**config.mk**
```make
export PLATFORM = sky130hd
export DESIGN_NAME = crc16_frame_receiver_top
export DESIGN_NICKNAME = d
export VERILOG_FILES = /design/src/hw/rtl/crcfr_pkg.sv /design/src/hw/rtl/crc16_frame_receiver_top.sv
export SDC_FILE = /design/constraint.sdc
export NUM_CORES = 1
export LEC_CHECK = 0
export BUFFER_PORTS_ARGS = -buffer_cell sky130_fd_sc_hd__buf_2
export CORE_UTILIZATION = 45
export CTS_CLUSTER_DIAMETER = 60
export DETAILED_ROUTE_END_ITERATION = 8
export PLACE_DENSITY_LB_ADDON = 0.2
export SYNTH_ARGS = -nofsm -noshare
export SYNTH_HDL_FRONTEND = slang
export SYNTH_SLANG_ARGS = --single-unit
```
**constraint.sdc**
```tcl
create_clock -name i_clk -period 5.2 [get_ports i_clk]
set_clock_uncertainty 0.15 [all_clocks]
set_input_delay 0.78 -clock i_clk [delete_from_list [all_inputs] [get_ports i_clk]]
set_output_delay 0.78 -clock i_clk [all_outputs]
set_load 0.01 [all_outputs]
```
**src/hw/rtl/crcfr_pkg.sv**
```systemverilog
`default_nettype none

package crcfr_pkg;

    localparam logic [15:0] CRC_INIT   = 16'hFFFF;
    localparam logic [15:0] CRC_POLY   = 16'hA001;
    localparam logic [7:0]  SYNC_FIRST = 8'h55;
    localparam logic [7:0]  SYNC_SECOND = 8'hAA;
    localparam logic [7:0]  WAKE_FILL  = 8'hFF;
    localparam logic [7:0]  WAKE_MARK  = 8'h88;
    localparam logic [3:0]  ACK_LEN    = 4'd11;
    localparam logic [2:0]  WAKE_LAST  = 3'd6;

    typedef enum logic [2:0] {
        EV_CONSUMED  = 3'd0,
        EV_PAYLOAD   = 3'd1,
        EV_GOOD      = 3'd2,
        EV_CRC_ERROR = 3'd3,
        EV_ACK       = 3'd4,
        EV_WAKE      = 3'd5,
        EV_REJECT    = 3'd6
    } t_event;

    function automatic logic [15:0] crc16_byte(input logic [15:0] crc_in,
                                               input logic [7:0] data);
        logic [15:0] crc;
        crc = crc_in ^ {8'h00, data};
        for (int i = 0; i < 8; i++) begin
            if (crc[0]) begin
                crc = (crc >> 1) ^ CRC_POLY;
            end else begin
                crc = crc >> 1;
            end
        end
        return crc;
    endfunction

    // wake sequence ff ff ff 88 ff ff ff
    function automatic logic [7:0] wake_char(input logic [2:0] idx);
        logic [7:0] c;
        case (idx)
            3'd3: c = WAKE_MARK;
            3'd7: c = 8'h00;
            default: c = WAKE_FILL;
        endcase
        return c;
    endfunction

    // success text {"error":0}
    function automatic logic [7:0] ack_char(input logic [3:0] idx);
        logic [7:0] c;
        case (idx)
            4'd0:  c = 8'h7B;
            4'd1:  c = 8'h22;
            4'd2:  c = 8'h65;
            4'd3:  c = 8'h72;
            4'd4:  c = 8'h72;
            4'd5:  c = 8'h6F;
            4'd6:  c = 8'h72;
            4'd7:  c = 8'h22;
            4'd8:  c = 8'h3A;
            4'd9:  c = 8'h30;
            4'd10: c = 8'h7D;
            default: c = 8'h00;
        endcase
        return c;
    endfunction

endpackage

`default_nettype wire

```
**src/hw/rtl/crc16_frame_receiver_top.sv**
```systemverilog
// Byte-stream receiver for a display link. Each accepted input byte yields
// exactly one result: an event code (consumed, payload byte, frame good, crc
// error, success ack, wake, rejected) with the frame's type, length, received
// and computed CRC-16/MODBUS. Frames are 55 AA, type, little-endian length,
// payload, little-endian crc; the wake sequence is FF FF FF 88 FF FF FF. A
// byte that breaks the pattern is rejected and parsing restarts. The block
// takes one byte per clock cycle while the output is not stalled, and its
// result is written to the output register in the cycle after the byte is
// accepted. The one-byte crc update and the position compare sit between
// the parser state and the result register. The input may keep flowing
// while a result waits, as long as the output register is being drained.
`default_nettype none

module crc16_frame_receiver_top
    import crcfr_pkg::*;
(
    input  wire logic        i_clk,
    input  wire logic        i_rst_n,
    input  wire logic        i_in_valid,
    output logic             o_in_stall,
    input  wire logic [7:0]  i_rx_byte,
    output logic             o_out_valid,
    input  wire logic        i_out_stall,
    output logic [2:0]       o_event_res,
    output logic [7:0]       o_payload_byte,
    output logic [7:0]       o_frame_type,
    output logic [15:0]      o_frame_length,
    output logic [15:0]      o_crc_received,
    output logic [15:0]      o_crc_computed
);

    typedef enum logic [1:0] {
        MODE_IDLE  = 2'd0,
        MODE_WAKE  = 2'd1,
        MODE_FRAME = 2'd2
    } t_mode;

    t_mode       r_mode, n_mode;
    logic [16:0] r_pos, n_pos;
    logic [7:0]  r_type, n_type;
    logic [15:0] r_len, n_len;
    logic [15:0] r_crc, n_crc;
    logic [7:0]  r_crc_lo, n_crc_lo;
    logic        r_ack, n_ack;

    logic        r_out_valid;
    t_event      r_ev, n_ev;
    logic [7:0]  r_pay, n_pay;
    logic [7:0]  r_otype, n_otype;
    logic [15:0] r_olen, n_olen;
    logic [15:0] r_crc_rx, n_crc_rx;
    logic [15:0] r_crc_calc, n_crc_calc;

    logic        w_take;
    logic        w_restart;
    logic        w_zero;
    logic [15:0] w_crc_next;
    logic [16:0] w_pay_end;
    logic [16:0] w_idx;

    assign o_in_stall = r_out_valid && i_out_stall;
    assign w_take     = i_in_valid && !o_in_stall;

    assign w_crc_next = crc16_byte(r_crc, i_rx_byte);
    assign w_pay_end  = {1'b0, r_len} + 17'd5;
    assign w_idx      = r_pos - 17'd5;

    always_comb begin
        n_mode    = r_mode;
        n_pos     = r_pos;
        n_type    = r_type;
        n_len     = r_len;
        n_crc     = r_crc;
        n_crc_lo  = r_crc_lo;
        n_ack     = r_ack;
        n_ev      = EV_CONSUMED;
        n_pay     = 8'h00;
        n_crc_rx  = 16'h0000;
        w_restart = 1'b0;
        w_zero    = 1'b0;

        case (r_mode)
            MODE_WAKE: begin
                if (r_pos > 17'd6 || i_rx_byte != wake_char(r_pos[2:0])) begin
                    n_ev      = EV_REJECT;
                    w_restart = 1'b1;
                    w_zero    = 1'b1;
                end else if (r_pos[2:0] == WAKE_LAST) begin
                    n_ev      = EV_WAKE;
                    w_restart = 1'b1;
                    w_zero    = 1'b1;
                end else begin
                    n_pos = r_pos + 17'd1;
                end
            end
            MODE_FRAME: begin
                if (r_pos == 17'd1) begin
                    if (i_rx_byte != SYNC_SECOND) begin
                        n_ev      = EV_REJECT;
                        w_restart = 1'b1;
                        w_zero    = 1'b1;
                    end else begin
                        n_crc = w_crc_next;
                    end
                end else if (r_pos == 17'd2) begin
                    n_type = i_rx_byte;
                    n_crc  = w_crc_next;
                end else if (r_pos == 17'd3) begin
                    n_len = {8'h00, i_rx_byte};
                    n_crc = w_crc_next;
                end else if (r_pos == 17'd4) begin
                    n_len = {i_rx_byte, r_len[7:0]};
                    n_crc = w_crc_next;
                end else if (r_pos < w_pay_end) begin
                    if (w_idx >= {13'd0, ACK_LEN} || i_rx_byte != ack_char(w_idx[3:0])) begin
                        n_ack = 1'b0;
                    end
                    n_crc = w_crc_next;
                    n_ev  = EV_PAYLOAD;
                    n_pay = i_rx_byte;
                end else if (r_pos == w_pay_end) begin
                    n_crc_lo = i_rx_byte;
                end else begin
                    n_crc_rx  = {i_rx_byte, r_crc_lo};
                    w_restart = 1'b1;
                    if (n_crc_rx != r_crc) begin
                        n_ev = EV_CRC_ERROR;
                    end else if (r_ack && r_len == {12'd0, ACK_LEN}) begin
                        n_ev = EV_ACK;
                    end else begin
                        n_ev = EV_GOOD;
                    end
                end
                if (!w_restart) begin
                    n_pos = r_pos + 17'd1;
                end
            end
            default: begin
                if (i_rx_byte == SYNC_FIRST) begin
                    n_mode = MODE_FRAME;
                    n_pos  = 17'd1;
                    n_crc  = crc16_byte(CRC_INIT, i_rx_byte);
                end else if (i_rx_byte == WAKE_FILL) begin
                    n_mode = MODE_WAKE;
                    n_pos  = 17'd1;
                end else begin
                    n_ev      = EV_REJECT;
                    w_restart = 1'b1;
                    w_zero    = 1'b1;
                end
            end
        endcase

        if (w_zero) begin
            n_otype    = 8'h00;
            n_olen     = 16'h0000;
            n_crc_calc = 16'h0000;
        end else begin
            n_otype    = n_type;
            n_olen     = n_len;
            n_crc_calc = n_crc;
        end

        if (w_restart) begin
            n_mode   = MODE_IDLE;
            n_pos    = 17'd0;
            n_type   = 8'h00;
            n_len    = 16'h0000;
            n_crc    = CRC_INIT;
            n_crc_lo = 8'h00;
            n_ack    = 1'b1;
        end
    end

    always_ff @(posedge i_clk) begin
        if (!i_rst_n) begin
            r_mode      <= MODE_IDLE;
            r_pos       <= 17'd0;
            r_type      <= 8'h00;
            r_len       <= 16'h0000;
            r_crc       <= CRC_INIT;
            r_crc_lo    <= 8'h00;
            r_ack       <= 1'b1;
            r_out_valid <= 1'b0;
        end else begin
            if (w_take) begin
                r_mode      <= n_mode;
                r_pos       <= n_pos;
                r_type      <= n_type;
                r_len       <= n_len;
                r_crc       <= n_crc;
                r_crc_lo    <= n_crc_lo;
                r_ack       <= n_ack;
                r_out_valid <= 1'b1;
            end else if (!i_out_stall) begin
                r_out_valid <= 1'b0;
            end
        end
    end

    // result register
    always_ff @(posedge i_clk) begin
        if (w_take) begin
            r_ev       <= n_ev;
            r_pay      <= n_pay;
            r_otype    <= n_otype;
            r_olen     <= n_olen;
            r_crc_rx   <= n_crc_rx;
            r_crc_calc <= n_crc_calc;
        end
    end

    assign o_out_valid    = r_out_valid;
    assign o_event_res    = r_ev;
    assign o_payload_byte = r_pay;
    assign o_frame_type   = r_otype;
    assign o_frame_length = r_olen;
    assign o_crc_received = r_crc_rx;
    assign o_crc_computed = r_crc_calc;

endmodule

`default_nettype wire

```
== Word-level counts from Yosys, hierarchy flattened ==
Memories as Yosys holds them, arrays and structs flattened.
Cells that the tools add are included.

* Muxes and demuxes: 115
* Bitwise operators: 20
* Reductions and logical operators: 19
* Eq/ne operators: 27
* Add/sub/neg operators: 3
* $lt $le $gt $ge: 3

{| class="wikitable"
|+ Operator list
! operator !! count
|-
| $mux W16 || 44
|-
| $mux W8 || 19
|-
| $mux W17 || 6
|-
| $not A2 Y3 || 16
|-
| $mux W3 || 13
|-
| $eq A17 B2 Y1 const B || 2
|-
| $pmux W17 S2 || 1
|-
| $pmux W16 S2 || 1
|-
| $mux W1 || 23
|-
| $add A16 B3 Y17 const B || 1
|-
| $add A17 B1 Y17 const B || 1
|-
| $eq A17 B1 Y1 const B || 1
|-
| $eq A17 B17 Y1 || 1
|-
| $eq A17 B3 Y1 const B || 1
|-
| $ge A17 B4 Y1 const B || 1
|-
| $gt A17 B3 Y1 const B || 1
|-
| $lt A17 B17 Y1 || 1
|-
| $sub A17 B3 Y17 const B || 1
|-
| $eq A16 B4 Y1 const B || 1
|-
| $ne A16 B16 Y1 || 1
|-
| $ne A8 B8 Y1 || 2
|-
| $not A8 Y16 || 1
|-
| $pmux W8 S2 || 1
|-
| $reduce_and A8 Y1 || 2
|-
| 26 further kinds || 45
|}

* Bits of input ports: 12
* Output and inout bits: 69
* Logic and storage cells: 202
* Flip-flop bits (word level): 136
* Bits in read-only memories: 112
* Memories kept: 1

{| class="wikitable"
|+ Memory list
! memory !! words !! bits a word !! read ports !! clocked after memory_dff !! wr ports !! line !! RTL
|-
| (no name shown) || 16 || 7 || 1 || 0 || 0 || crcfr_pkg.sv:52 || <nowiki>case (idx)</nowiki>
|}

== Logic depth before layout (Yosys ltp) ==
Gate-level depths: netlist (run 1).

* Depth in word-level cells: 34
* Mapped depth: 17
* Depth with buffers taken out: 14

== Worst setup path after synthesis (run 1) ==
OpenSTA, ideal clock, no wires.

* Path type: input to register
* Start: input i_out_stall
* End: register r_crc_calc[0] (netlist: o_crc_computed[0]) (enable)
* Stages on the path: 5
* Setup slack: 1.228 ns
* Data arrival time: 3.365 ns
* Buffers on the path: 2
* Cell sequence: nand2_1 > nand2_1 > clkinv_1 > clkbuf_1 > clkbuf_1

* Longest elaborated chain between the ends: 3

{| class="wikitable"
|+ Ends and longest elaborated chain
! what !! line !! RTL
|-
| start, declared || crc16_frame_receiver_top.sv:23 || <nowiki>input wire logic i_out_stall,</nowiki>
|-
| $logic_and A1 B1 Y1 || crc16_frame_receiver_top.sv:61 || <nowiki>assign o_in_stall = r_out_valid && i_out_stall;</nowiki>
|-
| $logic_not A1 Y1 || crc16_frame_receiver_top.sv:62 || <nowiki>assign w_take = i_in_valid && !o_in_stall;</nowiki>
|-
| $logic_and A1 B1 Y1 || crc16_frame_receiver_top.sv:62 ||
|-
| net w_take || crc16_frame_receiver_top.sv:54 || <nowiki>logic w_take;</nowiki>
|-
| end signal, assigned || crc16_frame_receiver_top.sv:209 || <nowiki>r_crc_calc <= n_crc_calc;</nowiki>
|-
| end, declared || crc16_frame_receiver_top.sv:52 || <nowiki>logic [15:0] r_crc_calc, n_crc_calc;</nowiki>
|}

The timed path passes the listed nets, and every way through them passes these cells.
A chain may end at the register's enable or synchronous reset.

== Final worst setup path (run 1) ==
* Start: register r_len[7]
* End: register r_pos[0]

* Longest elaborated chain between the ends: 12
* Elaborated cells on any way between the ends: 17
* Classes of those cells: add/sub: 1; order compare: 1; eq/ne: 4; mux: 9; reduce/logical: 2

{| class="wikitable"
|+ Ends and longest elaborated chain
! what !! line !! RTL
|-
| start, declared || crc16_frame_receiver_top.sv:41 || <nowiki>logic [15:0] r_len, n_len;</nowiki>
|-
| start signal, assigned || crc16_frame_receiver_top.sv:190 || <nowiki>r_len <= n_len;</nowiki>
|-
| $add A16 B3 Y17 * || crc16_frame_receiver_top.sv:65 || <nowiki>assign w_pay_end = {1'b0, r_len} + 17'd5;</nowiki>
|-
| branches (longest 2 deep; another with $lt A17 B17 Y1) || -- ||
|-
| $mux W1 * || crc16_frame_receiver_top.sv:114 || <nowiki>end else if (r_pos < w_pay_end) begin</nowiki>
|-
| $mux W1 * || crc16_frame_receiver_top.sv:111 || <nowiki>end else if (r_pos == 17'd4) begin</nowiki>
|-
| $mux W1 * || crc16_frame_receiver_top.sv:108 || <nowiki>end else if (r_pos == 17'd3) begin</nowiki>
|-
| $mux W1 * || crc16_frame_receiver_top.sv:105 || <nowiki>end else if (r_pos == 17'd2) begin</nowiki>
|-
| $mux W1 * || crc16_frame_receiver_top.sv:97 || <nowiki>if (r_pos == 17'd1) begin</nowiki>
|-
| $mux W1 * || crc16_frame_receiver_top.sv:82 || <nowiki>case (r_mode)</nowiki>
|-
| $pmux W1 S2 || crc16_frame_receiver_top.sv:82 ||
|-
| $ne A3 B3 Y1 (no line) / $reduce_bool A5 Y1 (equally long branches) || -- ||
|-
| $reduce_and A5 Y1 (no line) || -- ||
|-
| end signal, assigned || crc16_frame_receiver_top.sv:188 || <nowiki>r_pos <= n_pos;</nowiki>
|-
| end, declared || crc16_frame_receiver_top.sv:39 || <nowiki>logic [16:0] r_pos, n_pos;</nowiki>
|}

Mark *: on every way between the ends. The select of a mux whose other input is x is not followed.

==> results.sh, run 1 <==
export IMPL_cp_startpoint="r_len[7]"
export IMPL_grt_max_degree=66
export IMPL_synth_nets=926
export IMPL_route_met2_wl_um=10600
export IMPL_worst_pin_slew_ps=1100
export IMPL_port_buffers=80
export IMPL_fmax_ghz=0.214
export IMPL_drive_above_1_share=0.143
export IMPL_netlist_instances=871
export IMPL_ant_nets=0
export IMPL_fin_tns_setup_ps=0
export IMPL_drc=0
export IMPL_dp_cells=1124
export IMPL_min_period_ps=4660
export IMPL_crit_path_top_delay_cell="a21oi_2"
export IMPL_critPathMaxStageDelay_ps=640
export IMPL_rsz0062_at_grt="no"
export IMPL_htree_levels=4
export IMPL_nNetsFinal=973
export IMPL_ys_seq_area_frac=0.422
export IMPL_row_count=48
export IMPL_ys_warn_count=0
export IMPL_cp_num_cells=14
export IMPL_first_pass_iters=5
export IMPL_num_antenna_cells=0
export IMPL_cell_internal_pwr_mw=1.92
export IMPL_cp_cell_sequence="and3_1 > and3_1 > and3_1 > and2_1 > nand3_1 > ha_1 > nand4_1 > nor4_1 > and4_1 > a31oi_2 > a21o_4 > a21oi_2 > a211oi_1 > a211oi_1"
export IMPL_wl_per_cell_um=19.6
export IMPL_drt_met1_wl_um=10100
export IMPL_drv_slew=0
export IMPL_pwr_share_seq=0.446
export IMPL_power_density_mw_per_mm2=284
export IMPL_dominantRegCellSynth="dfxtp_1"
export IMPL_crit_fanout=20
export IMPL_ioPinCount=81
export IMPL_whs_path_depth=1
export IMPL_hold_class="reg -> reg"
export IMPL_yosys_register_bits=136
export IMPL_slew_headroom=0.258
export IMPL_vias=6998
export IMPL_syn_area_mm2=0.00805
export IMPL_grt_pass1_wl_um=35500
export IMPL_grt_pass1_vias=6482
export IMPL_syn2layout_area_growth_pct=13.4
export IMPL_post_cts_resized=0
export IMPL_p_clk_frac=0.469
export IMPL_cts_tree="built"
export IMPL_p_comb_frac=0.085
export IMPL_fin_crit_sh=0.897
export IMPL_status="complete, no violations"
export IMPL_critPathBufInv=0
export IMPL_start_util=0.464
export IMPL_hold_buffers=0
export IMPL_cts_buffer_depth=2
export IMPL_first_iter_violations=584
export IMPL_ff2ff_path_depth=14
export IMPL_via_per_inst=6.05
export IMPL_cp_data_required_time_ps=5380
export IMPL_pre_cts_ws_ps=433
export IMPL_setup_slack_ps=538
export IMPL_routed_wl_met3_um=1140
export IMPL_end_kind="register"
export IMPL_core_area_mm2=0.0174
export IMPL_clock_sinks=136
export IMPL_reg2reg_from="r_len[7]"
export IMPL_hpwl_um=15600
export IMPL_grt_overflow=0
export IMPL_cts_buffers=17
export IMPL_synthDistinctLibCells=64
export IMPL_antenna_found_initial=0
export IMPL_p_leak_nw=3.58
export IMPL_finalHoldViolCount=0
export IMPL_wl_um=22600
export IMPL_vdd_drop_max_mv=0.233
export IMPL_die_w_um=136
export IMPL_hp_start="r_type[1]"
export IMPL_cap_violations=0
export IMPL_clk_insertion_delay_late_ps=440
export IMPL_layout_cells_non_filler=1156
export IMPL_cp_common_cell="and3_1"
export IMPL_setup_viol=0
export IMPL_place_congestion=0.861
export IMPL_topRoutingLayerUsed="met4"
export IMPL_p_sw_frac=0.258
export IMPL_crit_arrival_ps=4840
export IMPL_track_usage=0.253
export IMPL_ys_async_sr_fraction=0
export IMPL_die_y_um=136
export IMPL_cts_root_buf="clkbuf_16"
export IMPL_avgSynthCellArea_um2=9.24
export IMPL_synth_edf_count=67
export IMPL_postCtsSetupBuffers=0
export IMPL_die_area_mm2=0.0184
export IMPL_critPathKind="reg -> reg"
export IMPL_start_kind="register"
export IMPL_path_delay_family="simple AND/OR/NAND/NOR gates"
export IMPL_switchingPower_uw=668
export IMPL_clkTransAtPathRegs_ps=70
power by group through the flow:
stage | Sequential [mW] | Clock (mW) | Combinational, mW
after floorplan | 1.19 | 0 | 0.131
after global placement | 1.18 | 0 | 0.214
after detailed placement | 1.18 | 0 | 0.216
after CTS | 1.16 | 1.23 | 0.217
after global routing | 1.16 | 1.27 | 0.237
final | 1.16 | 1.22 | 0.219
cell type report:
| class | count | area [um2] |
|---|---|---|
| Inverter | 27 | 103 |
| Clock inverter | 11 | 114 |
| Tap cell | 225 | 282 |
| Multi-Input combinational cell | 652 | 4330 |
| Fill cell | 1619 | 8230 |
| Clock buffer | 21 | 472 |
| Sequential cell | 136 | 3390 |
| Timing Repair Buffer | 84 | 430 |
cells by family after synthesis:
logic type               Yosys count  share of synthesized area
flip-flops                       136                      0.422
AND/OR/NAND/NOR                  285                      0.176
adder cells (fa/ha/maj)           43                     0.0669
multiplexers                      18                     0.0227
buffers and inverters             83                     0.0406
XOR/XNOR                          73                     0.0794
AO/OA/AOI/OAI                    233                      0.193
registers in the layout, summed over array words and instances, names as in the netlist:
| register | flops |
|---|---|
| r_ack | 1 |
| o_out_valid | 1 |
| o_payload_byte | 8 |
| r_crc | 16 |
| r_mode | 2 |
| r_len | 16 |
| o_frame_type | 8 |
| o_crc_computed | 16 |
| o_event_res | 3 |
| r_pos | 17 |
| o_frame_length | 16 |
| r_type | 8 |
| o_crc_received | 16 |
| r_crc_lo | 8 |
cells in the final DEF (no fill, tap or decap), types with 4 or more instances in the layout:
cell,count
and2_1,5
xnor2_1,33
nor2b_1,6
o21a_1,4
a21oi_1,69
nor3_1,25
nor2_1,88
and3_1,17
o22ai_1,10
a22o_1,24
inv_1,25
a211oi_1,12
clkbuf_16,18
nand3_1,17
o31ai_1,8
a22oi_1,17
or3_1,9
a221o_1,8
mux2i_1,16
a31oi_1,5
or4_1,6
nand2b_1,4
ha_1,43
o21ai_0,44
xor2_1,40
o211ai_1,7
nand4_1,13
buf_2,80
buf_4,4
dfxtp_1,69
nand2_1,60
edfxtp_1,67
nor4_1,15
per-stage QoR:
| step | power, mW | util | area [um2] | hold slack, ps |
|---|---|---|---|---|
| floorplan | 1.33 | - | 8050 | 299 |
| detailed placement | 1.40 | 0.492 | 8540 | 315 |
| finish | 2.59 | 0.526 | 9130 | 334 |
| global placement | 1.39 | 0.492 | 8540 | 312 |
| CTS | 2.60 | 0.526 | 9120 | 334 |
| global route | 2.67 | 0.526 | 9130 | 348 |
synth_stat cells, drive strengths merged, types with 2 or more instances:
| master | instances | area share |
|---|---|---|
| or3 | 9 | 0.0070 |
| dfxtp | 69 | 0.17 |
| a211o | 2 | 0.0023 |
| nand4 | 13 | 0.010 |
| nand3b | 2 | 0.0019 |
| nand2 | 60 | 0.028 |
| a22oi | 17 | 0.016 |
| a221o | 8 | 0.010 |
| nor2b | 6 | 0.0047 |
| buf | 13 | 0.0079 |
| o21a | 4 | 0.0037 |
| edfxtp | 67 | 0.25 |
| nand3 | 17 | 0.011 |
| nand2b | 4 | 0.0031 |
| nor4 | 16 | 0.013 |
| mux2 | 2 | 0.0028 |
| a31oi | 6 | 0.0047 |
| ha | 43 | 0.067 |
| o2111ai | 2 | 0.0022 |
| inv | 25 | 0.012 |
| and4 | 3 | 0.0033 |
| clkinv | 2 | 0.00093 |
| nor3 | 28 | 0.019 |
| xor2 | 40 | 0.044 |
| clkbuf | 43 | 0.020 |
| or4 | 7 | 0.0070 |
| and3 | 17 | 0.013 |
| o22ai | 10 | 0.0078 |
| mux2i | 16 | 0.020 |
| xnor2 | 33 | 0.036 |
| a21o | 4 | 0.0047 |
| nor4b | 3 | 0.0033 |
| nor2 | 89 | 0.042 |
| nand4b | 3 | 0.0033 |
| or2 | 2 | 0.0016 |
| a21oi | 73 | 0.048 |
| a211oi | 12 | 0.011 |
| o211ai | 8 | 0.0081 |
| a22o | 24 | 0.026 |
| o31ai | 8 | 0.0075 |
| and2 | 5 | 0.0039 |
| o21ai | 47 | 0.029 |
worst register-to-register path: cells and delay by family (launching register included):
kind	cells	cell delay, ps
flops	1	460
compound gates	5	1610
fa+ha+maj	1	310
simple gates	8	2020
path summary, 6_finish.rpt:
kind,end,slack [ps]
min,r_type[1],330
max reg2reg,r_pos[0],540
min reg2reg,r_type[1],330
max,r_pos[0],540
metal layers:
layer / GRT usage / vias to the layer above
li1: - / 3306
met1: 0.333 / 3380
met2: 0.399 / 261
met3: 0.0434 / 51
met4: 0.124 / 0
met5: 0 / -
Note: power is estimated with default switching activity, not from simulation.
==> run 2, diff against run 1 <==
--- a/config.mk
+++ b/config.mk
@@ -5,6 +5,7 @@
 export SDC_FILE = /design/constraint.sdc
 export NUM_CORES = 1
 export LEC_CHECK = 0
+export ABC_AREA = 1
 export BUFFER_PORTS_ARGS = -buffer_cell sky130_fd_sc_hd__buf_2
 export CORE_UTILIZATION = 45
 export CTS_CLUSTER_DIAMETER = 60
==> results.sh, run 2 <==
export IMPL_status="complete, no violations"
export IMPL_post_cts_resized=0
export IMPL_crit_arrival_ps=4890
export IMPL_end_kind="register"
export IMPL_synth_most_common_cell="nand2_1"
export IMPL_cts_root_buf="clkbuf_16"
export IMPL_hold_class="reg -> reg"
export IMPL_synthDistinctLibCells=46
export IMPL_final_cell_mix="nand2_1, nor2_1, inv_1"
export IMPL_drive_above_1_share=0.113
export IMPL_cts_tree="built"
export IMPL_synth_nets=1405
export IMPL_worst_pin_slew_ps=1000
export IMPL_synth_largest_area_cell="edfxtp_1"
export IMPL_row_count=52
export IMPL_synth_top_cell_area_share=0.214
export IMPL_syn2layout_area_growth_pct=12.8
export IMPL_htree_levels=4
export IMPL_min_period_ps=4670
export IMPL_ioPinCount=81
export IMPL_avgSynthCellArea_um2=6.97
export IMPL_grt_max_degree=58
export IMPL_core_area_mm2=0.0204
export IMPL_wl_per_cell_um=16.9
export IMPL_wl_um=28300
export IMPL_grt_pass1_vias=8584
export IMPL_cap_violations=0
export IMPL_fin_util=0.521
export IMPL_largest_reg_flops=17
export IMPL_setup_viol=0
export IMPL_vdd_drop_max_mv=0.208
export IMPL_design_area_mm2=0.0106
export IMPL_fmax_ghz=0.214
export IMPL_die_area_mm2=0.0215
export IMPL_hold_buffers=0
export IMPL_synth_edf_count=67
export IMPL_rrSetupSlack_ps=530
export IMPL_fin_tns_setup_ps=0
export IMPL_cts_buffers=17
export IMPL_start_util=0.462
export IMPL_first_pass_iters=5
export IMPL_antenna_found_initial=0
export IMPL_die_y_um=147
export IMPL_clock_sinks=136
export IMPL_port_buffers=80
export IMPL_via_per_inst=5.44
export IMPL_start_kind="register"
export IMPL_postCtsSetupBuffers=0
export IMPL_grt_overflow=0
export IMPL_place_congestion=1.02
export IMPL_crit_fanout=19
export IMPL_cts_buffer_depth=2
export IMPL_dpl_instance_area_mm2=0.00996
export IMPL_mostFrequentLayoutCell="nand2_1"
export IMPL_ys_seq_area_frac=0.361
export IMPL_ant_nets=0
export IMPL_drc=0
export IMPL_die_w_um=147
export IMPL_ys_warn_count=0
export IMPL_grt_pass1_wl_um=45600
export IMPL_netlist_instances=1350
export IMPL_slew_headroom=0.329
export IMPL_num_antenna_cells=0
export IMPL_hpwl_um=20400
export IMPL_synthTopCellsByArea="edfxtp_1, dfxtp_1, nand2_1"
export IMPL_syn_area_mm2=0.00941
export IMPL_p_leak_nw=4.72
export IMPL_power_density_mw_per_mm2=283
export IMPL_holdWs_ps=311
export IMPL_ys_async_sr_fraction=0
export IMPL_vias=9134
export IMPL_clk_insertion_delay_late_ps=440
export IMPL_synth_common_cells="nand2_1, nor2_1, inv_1"
export IMPL_nNetsFinal=1450
export IMPL_fin_crit_sh=0.898
export IMPL_critPathKind="reg -> reg"
export IMPL_dominantRegCellSynth="dfxtp_1"
export IMPL_cp_data_required_time_ps=5420
export IMPL_clkTransAtPathRegs_ps=70
export IMPL_top_register="r_pos"
export IMPL_track_usage=0.273
export IMPL_yosys_register_bits=136
export IMPL_drv_slew=0
export IMPL_first_iter_violations=752
export IMPL_finalHoldViolCount=0
export IMPL_num_fill_cells=1996
run 2: path summary, 6_finish.rpt:
check	cells after the start	to	startpoint
worst max-delay path	27	r_crc_lo[2]	r_len[0]
worst min-delay path	2	r_type[0]	r_type[0]
worst max register to register	27	r_crc_lo[2]	r_len[0]
worst min register to register	2	r_type[0]	r_type[0]
run 2: logic make-up after synthesis:
kind of cell    count (synthesis)  synth area share
flops                         136             0.361
buf+inv                       213            0.0900
fa+ha+maj                      43            0.0572
compound gates                199             0.116
xor+xnor                       72            0.0670
simple gates                  687             0.309
run 2: through the flow:
step | power (mW) | std cells | setup slack, ps
6_report | 3.00 | 1678 | 530
5_1_grt | 3.13 | 1678 | -1.05
4_1_cts | 3.01 | 1678 | 301
3_5_place_dp | 1.71 | 1646 | 404
3_3_place_gp | 1.71 | 1646 | 571
2_1_floorplan | 1.57 | 1350 | 1160
run 2: per-layer routing:
layer	global-route usage	routed length (um)	vias up
li1	-	-	4471
met1	0.358	12300	4285
met2	0.450	13300	322
met3	0.0419	1780	56
met4	0.106	899	0
met5	0	0	-
run 2: cell type report:
type,count,area (um2),share of cell area
repair buffers,94,505,0.0476
multi-input cells,1001,5200,0.490
well taps,270,338,0.0318
clock inverters,15,208,0.0196
clock buffers,17,425,0.0401
flip-flops and latches,136,3390,0.320
inverters,145,544,0.0513
run 2: power by group:
| group | leakage [nW] | switching, mW | internal (mW) |
|---|---|---|---|
| Combinational | 3.19 | 0.334 | 0.155 |
| Sequential | 1.23 | 0.0433 | 1.16 |
| Clock | 0.305 | 0.567 | 0.738 |
| Total | 4.72 | 0.944 | 2.06 |
run 2: critical path, cell delays in order, from the launching register on:
cell and delay (ps):
dfxtp_1 380, ha_1 220, o21ai_0 140, nor3_1 300
nand2_1 140, nor4_2 240, nand3_1 180, nor2_1 190
nand2_1 80, xor2_1 150, ha_1 300, nand2_1 50
nor2_1 170, nand2_1 80, inv_1 70, nand4_1 70
nand3_1 220, nand3_4 200, nand2_4 140, nand2_4 70
nand3_2 70, nand2_2 140, buf_4 260, nand2_4 120
nand3_2 210, nand2_1 140, inv_1 50, nor2_1 80
==> run 3, diff against run 2 <==
==> constraint.sdc (replaced) <==
create_clock -name i_clk -period 3.8 [get_ports i_clk]
set_clock_uncertainty 0.15 [all_clocks]
set_input_delay 0.57 -clock i_clk [delete_from_list [all_inputs] [get_ports i_clk]]
set_output_delay 0.57 -clock i_clk [all_outputs]
set_load 0.01 [all_outputs]
==> results.sh, run 3 (synthesized netlist as in run 2, its figures left out) <==
export IMPL_status="complete, but fails checks"
export IMPL_violations="setup timing"
export IMPL_cp_data_required_time_ps=3970
export IMPL_power_density_mw_per_mm2=362
export IMPL_drc=0
export IMPL_vias=9600
export IMPL_hold_class="in -> reg"
export IMPL_p_clk_frac=0.426
export IMPL_drive_above_1_share=0.217
export IMPL_track_usage=0.286
export IMPL_layout_cells_non_filler=1758
export IMPL_port_buffers=80
export IMPL_drt_met1_wl_um=12700
export IMPL_cts_buffers=17
export IMPL_final_cell_mix="nand2_1, nor2_1, inv_1"
export IMPL_start_kind="register"
export IMPL_critPathKind="reg -> reg"
export IMPL_syn2layout_area_growth_pct=25.0
export IMPL_clock_sinks=136
export IMPL_wl_per_cell_um=17.6
export IMPL_rsz0062_at_grt="yes"
export IMPL_cap_violations=0
export IMPL_die_y_um=147
export IMPL_worst_pin_slew_ps=686
export IMPL_grt_pass1_vias=8861
export IMPL_holdWs_ps=276
export IMPL_ioPinCount=81
export IMPL_slew_headroom=0.543
export IMPL_top_register="r_pos"
export IMPL_start_util=0.462
export IMPL_multi_input_area_mm2=0.00553
export IMPL_pwr_share_seq=0.386
export IMPL_p_comb_frac=0.188
export IMPL_first_pass_iters=9
export IMPL_dp_cells=1707
export IMPL_largest_reg_flops=17
export IMPL_seq_area_mm2=0.00340
export IMPL_crit_arrival_ps=4080
export IMPL_setup_viol=45
export IMPL_clkTransAtPathRegs_ps=60
export IMPL_hpwl_um=21500
export IMPL_crit_fanout=8
export IMPL_wl_um=30900
export IMPL_via_per_inst=5.46
export IMPL_cts_buffer_depth=2
export IMPL_vdd_drop_max_mv=0.324
export IMPL_ant_nets=0
export IMPL_num_fill_cells=1862
export IMPL_die_area_mm2=0.0215
export IMPL_fmax_ghz=0.255
export IMPL_nNetsFinal=1530
export IMPL_clk_insertion_delay_late_ps=420
export IMPL_p_leak_nw=5.24
export IMPL_first_iter_violations=757
export IMPL_cell_internal_pwr_mw=2.99
export IMPL_fin_crit_sh=1.03
export IMPL_grt_max_degree=105
export IMPL_power_mw=4.26
export IMPL_routed_wl_met3_um=2450
export IMPL_cts_tree="built"
export IMPL_antenna_found_initial=0
export IMPL_htree_levels=4
export IMPL_route_met2_wl_um=14300
export IMPL_fin_util=0.578
export IMPL_finalHoldViolCount=0
export IMPL_mostFrequentLayoutCell="nand2_1"
export IMPL_core_area_mm2=0.0204
export IMPL_drv_slew=0
export IMPL_cts_root_buf="clkbuf_16"
export IMPL_setup_slack_ps=-116
export IMPL_end_kind="register"
export IMPL_place_congestion=1.02
export IMPL_min_period_ps=3920
export IMPL_num_antenna_cells=0
export IMPL_die_w_um=147
export IMPL_switchingPower_mw=1.27
export IMPL_topRoutingLayerUsed="met4"
export IMPL_p_sw_frac=0.298
export IMPL_grt_pass1_wl_um=47500
export IMPL_grt_overflow=0
export IMPL_hold_buffers=0
export IMPL_row_count=52
run 3: critical path, stage by stage, from the launching register on:
cell and delay, ps:
dfxtp_4 380, inv_4 40, o21ai_4 150, nand3_2 110, nor3_4 190, nand3_2 130
nor2_2 130, nand2_2 70, nor3_2 200, nand3_1 110, xor2_1 160, ha_1 300
nand2_2 70, nor2_4 110, nand2_2 60, inv_2 50, nand4_1 90, nand3_2 140
nand3_4 100, nand2_4 110, nand2_4 80, nand3_4 110, nand2_8 80, buf_12 160
a21oi_4 240, nand3_2 140, nand2_2 110, nor2_2 50
run 3: power groups by stage:
| stage | registers, mW | logic [mW] | clock network (mW) |
|---|---|---|---|
| after global routing | 1.65 | 0.878 | 1.89 |
| after CTS | 1.64 | 0.738 | 1.83 |
| after detailed placement | 1.67 | 0.724 | 0 |
| after global placement | 1.67 | 0.718 | 0 |
| after floorplan | 1.68 | 0.481 | 0 |
| final | 1.64 | 0.801 | 1.81 |
run 3: area by class of cell:
type                            instances  share of cell area
Tap cell                              270              0.0287
Clock buffer                           17              0.0362
Timing Repair Buffer                  174               0.111
Multi-Input combinational cell       1001               0.470
Inverter                              145              0.0470
Sequential cell                       136               0.289
Clock inverter                         15              0.0183
run 3: through the flow:
step | cell area (um2) | worst slack, ps | setup TNS, ps
2_1_floorplan | 9440 | 39.6 | 0
3_3_place_gp | 10500 | -173 | -4290
3_5_place_dp | 10500 | -302 | -12810
4_1_cts | 11300 | -19.2 | -24.7
5_1_grt | 11800 | -336 | -22400
6_report | 11800 | -116 | -1850
run 3: repair_timing:
action	CTS	global route
pin swaps	10	26
setup endpoints to repair	100	111
gates resized for setup	32	97
cloned	1	4
setup buffers	7	8
run 3: final timing paths:
kind	from	to	slack, ps	cells after the start
setup / recovery	r_len[0]	r_crc_lo[4]	-120	27
setup reg to reg	r_len[0]	r_crc_lo[4]	-120	27
hold reg to reg	r_type[2]	r_type[2]	310	2
hold / removal	i_out_stall	o_out_valid	280	3
run 3: routing by layer:
metal  vias to the layer above  GRT usage
met5                         -          0
met1                      4434      0.372
li1                       4645          -
met4                         0      0.153
met3                       109     0.0459
met2                       412      0.454
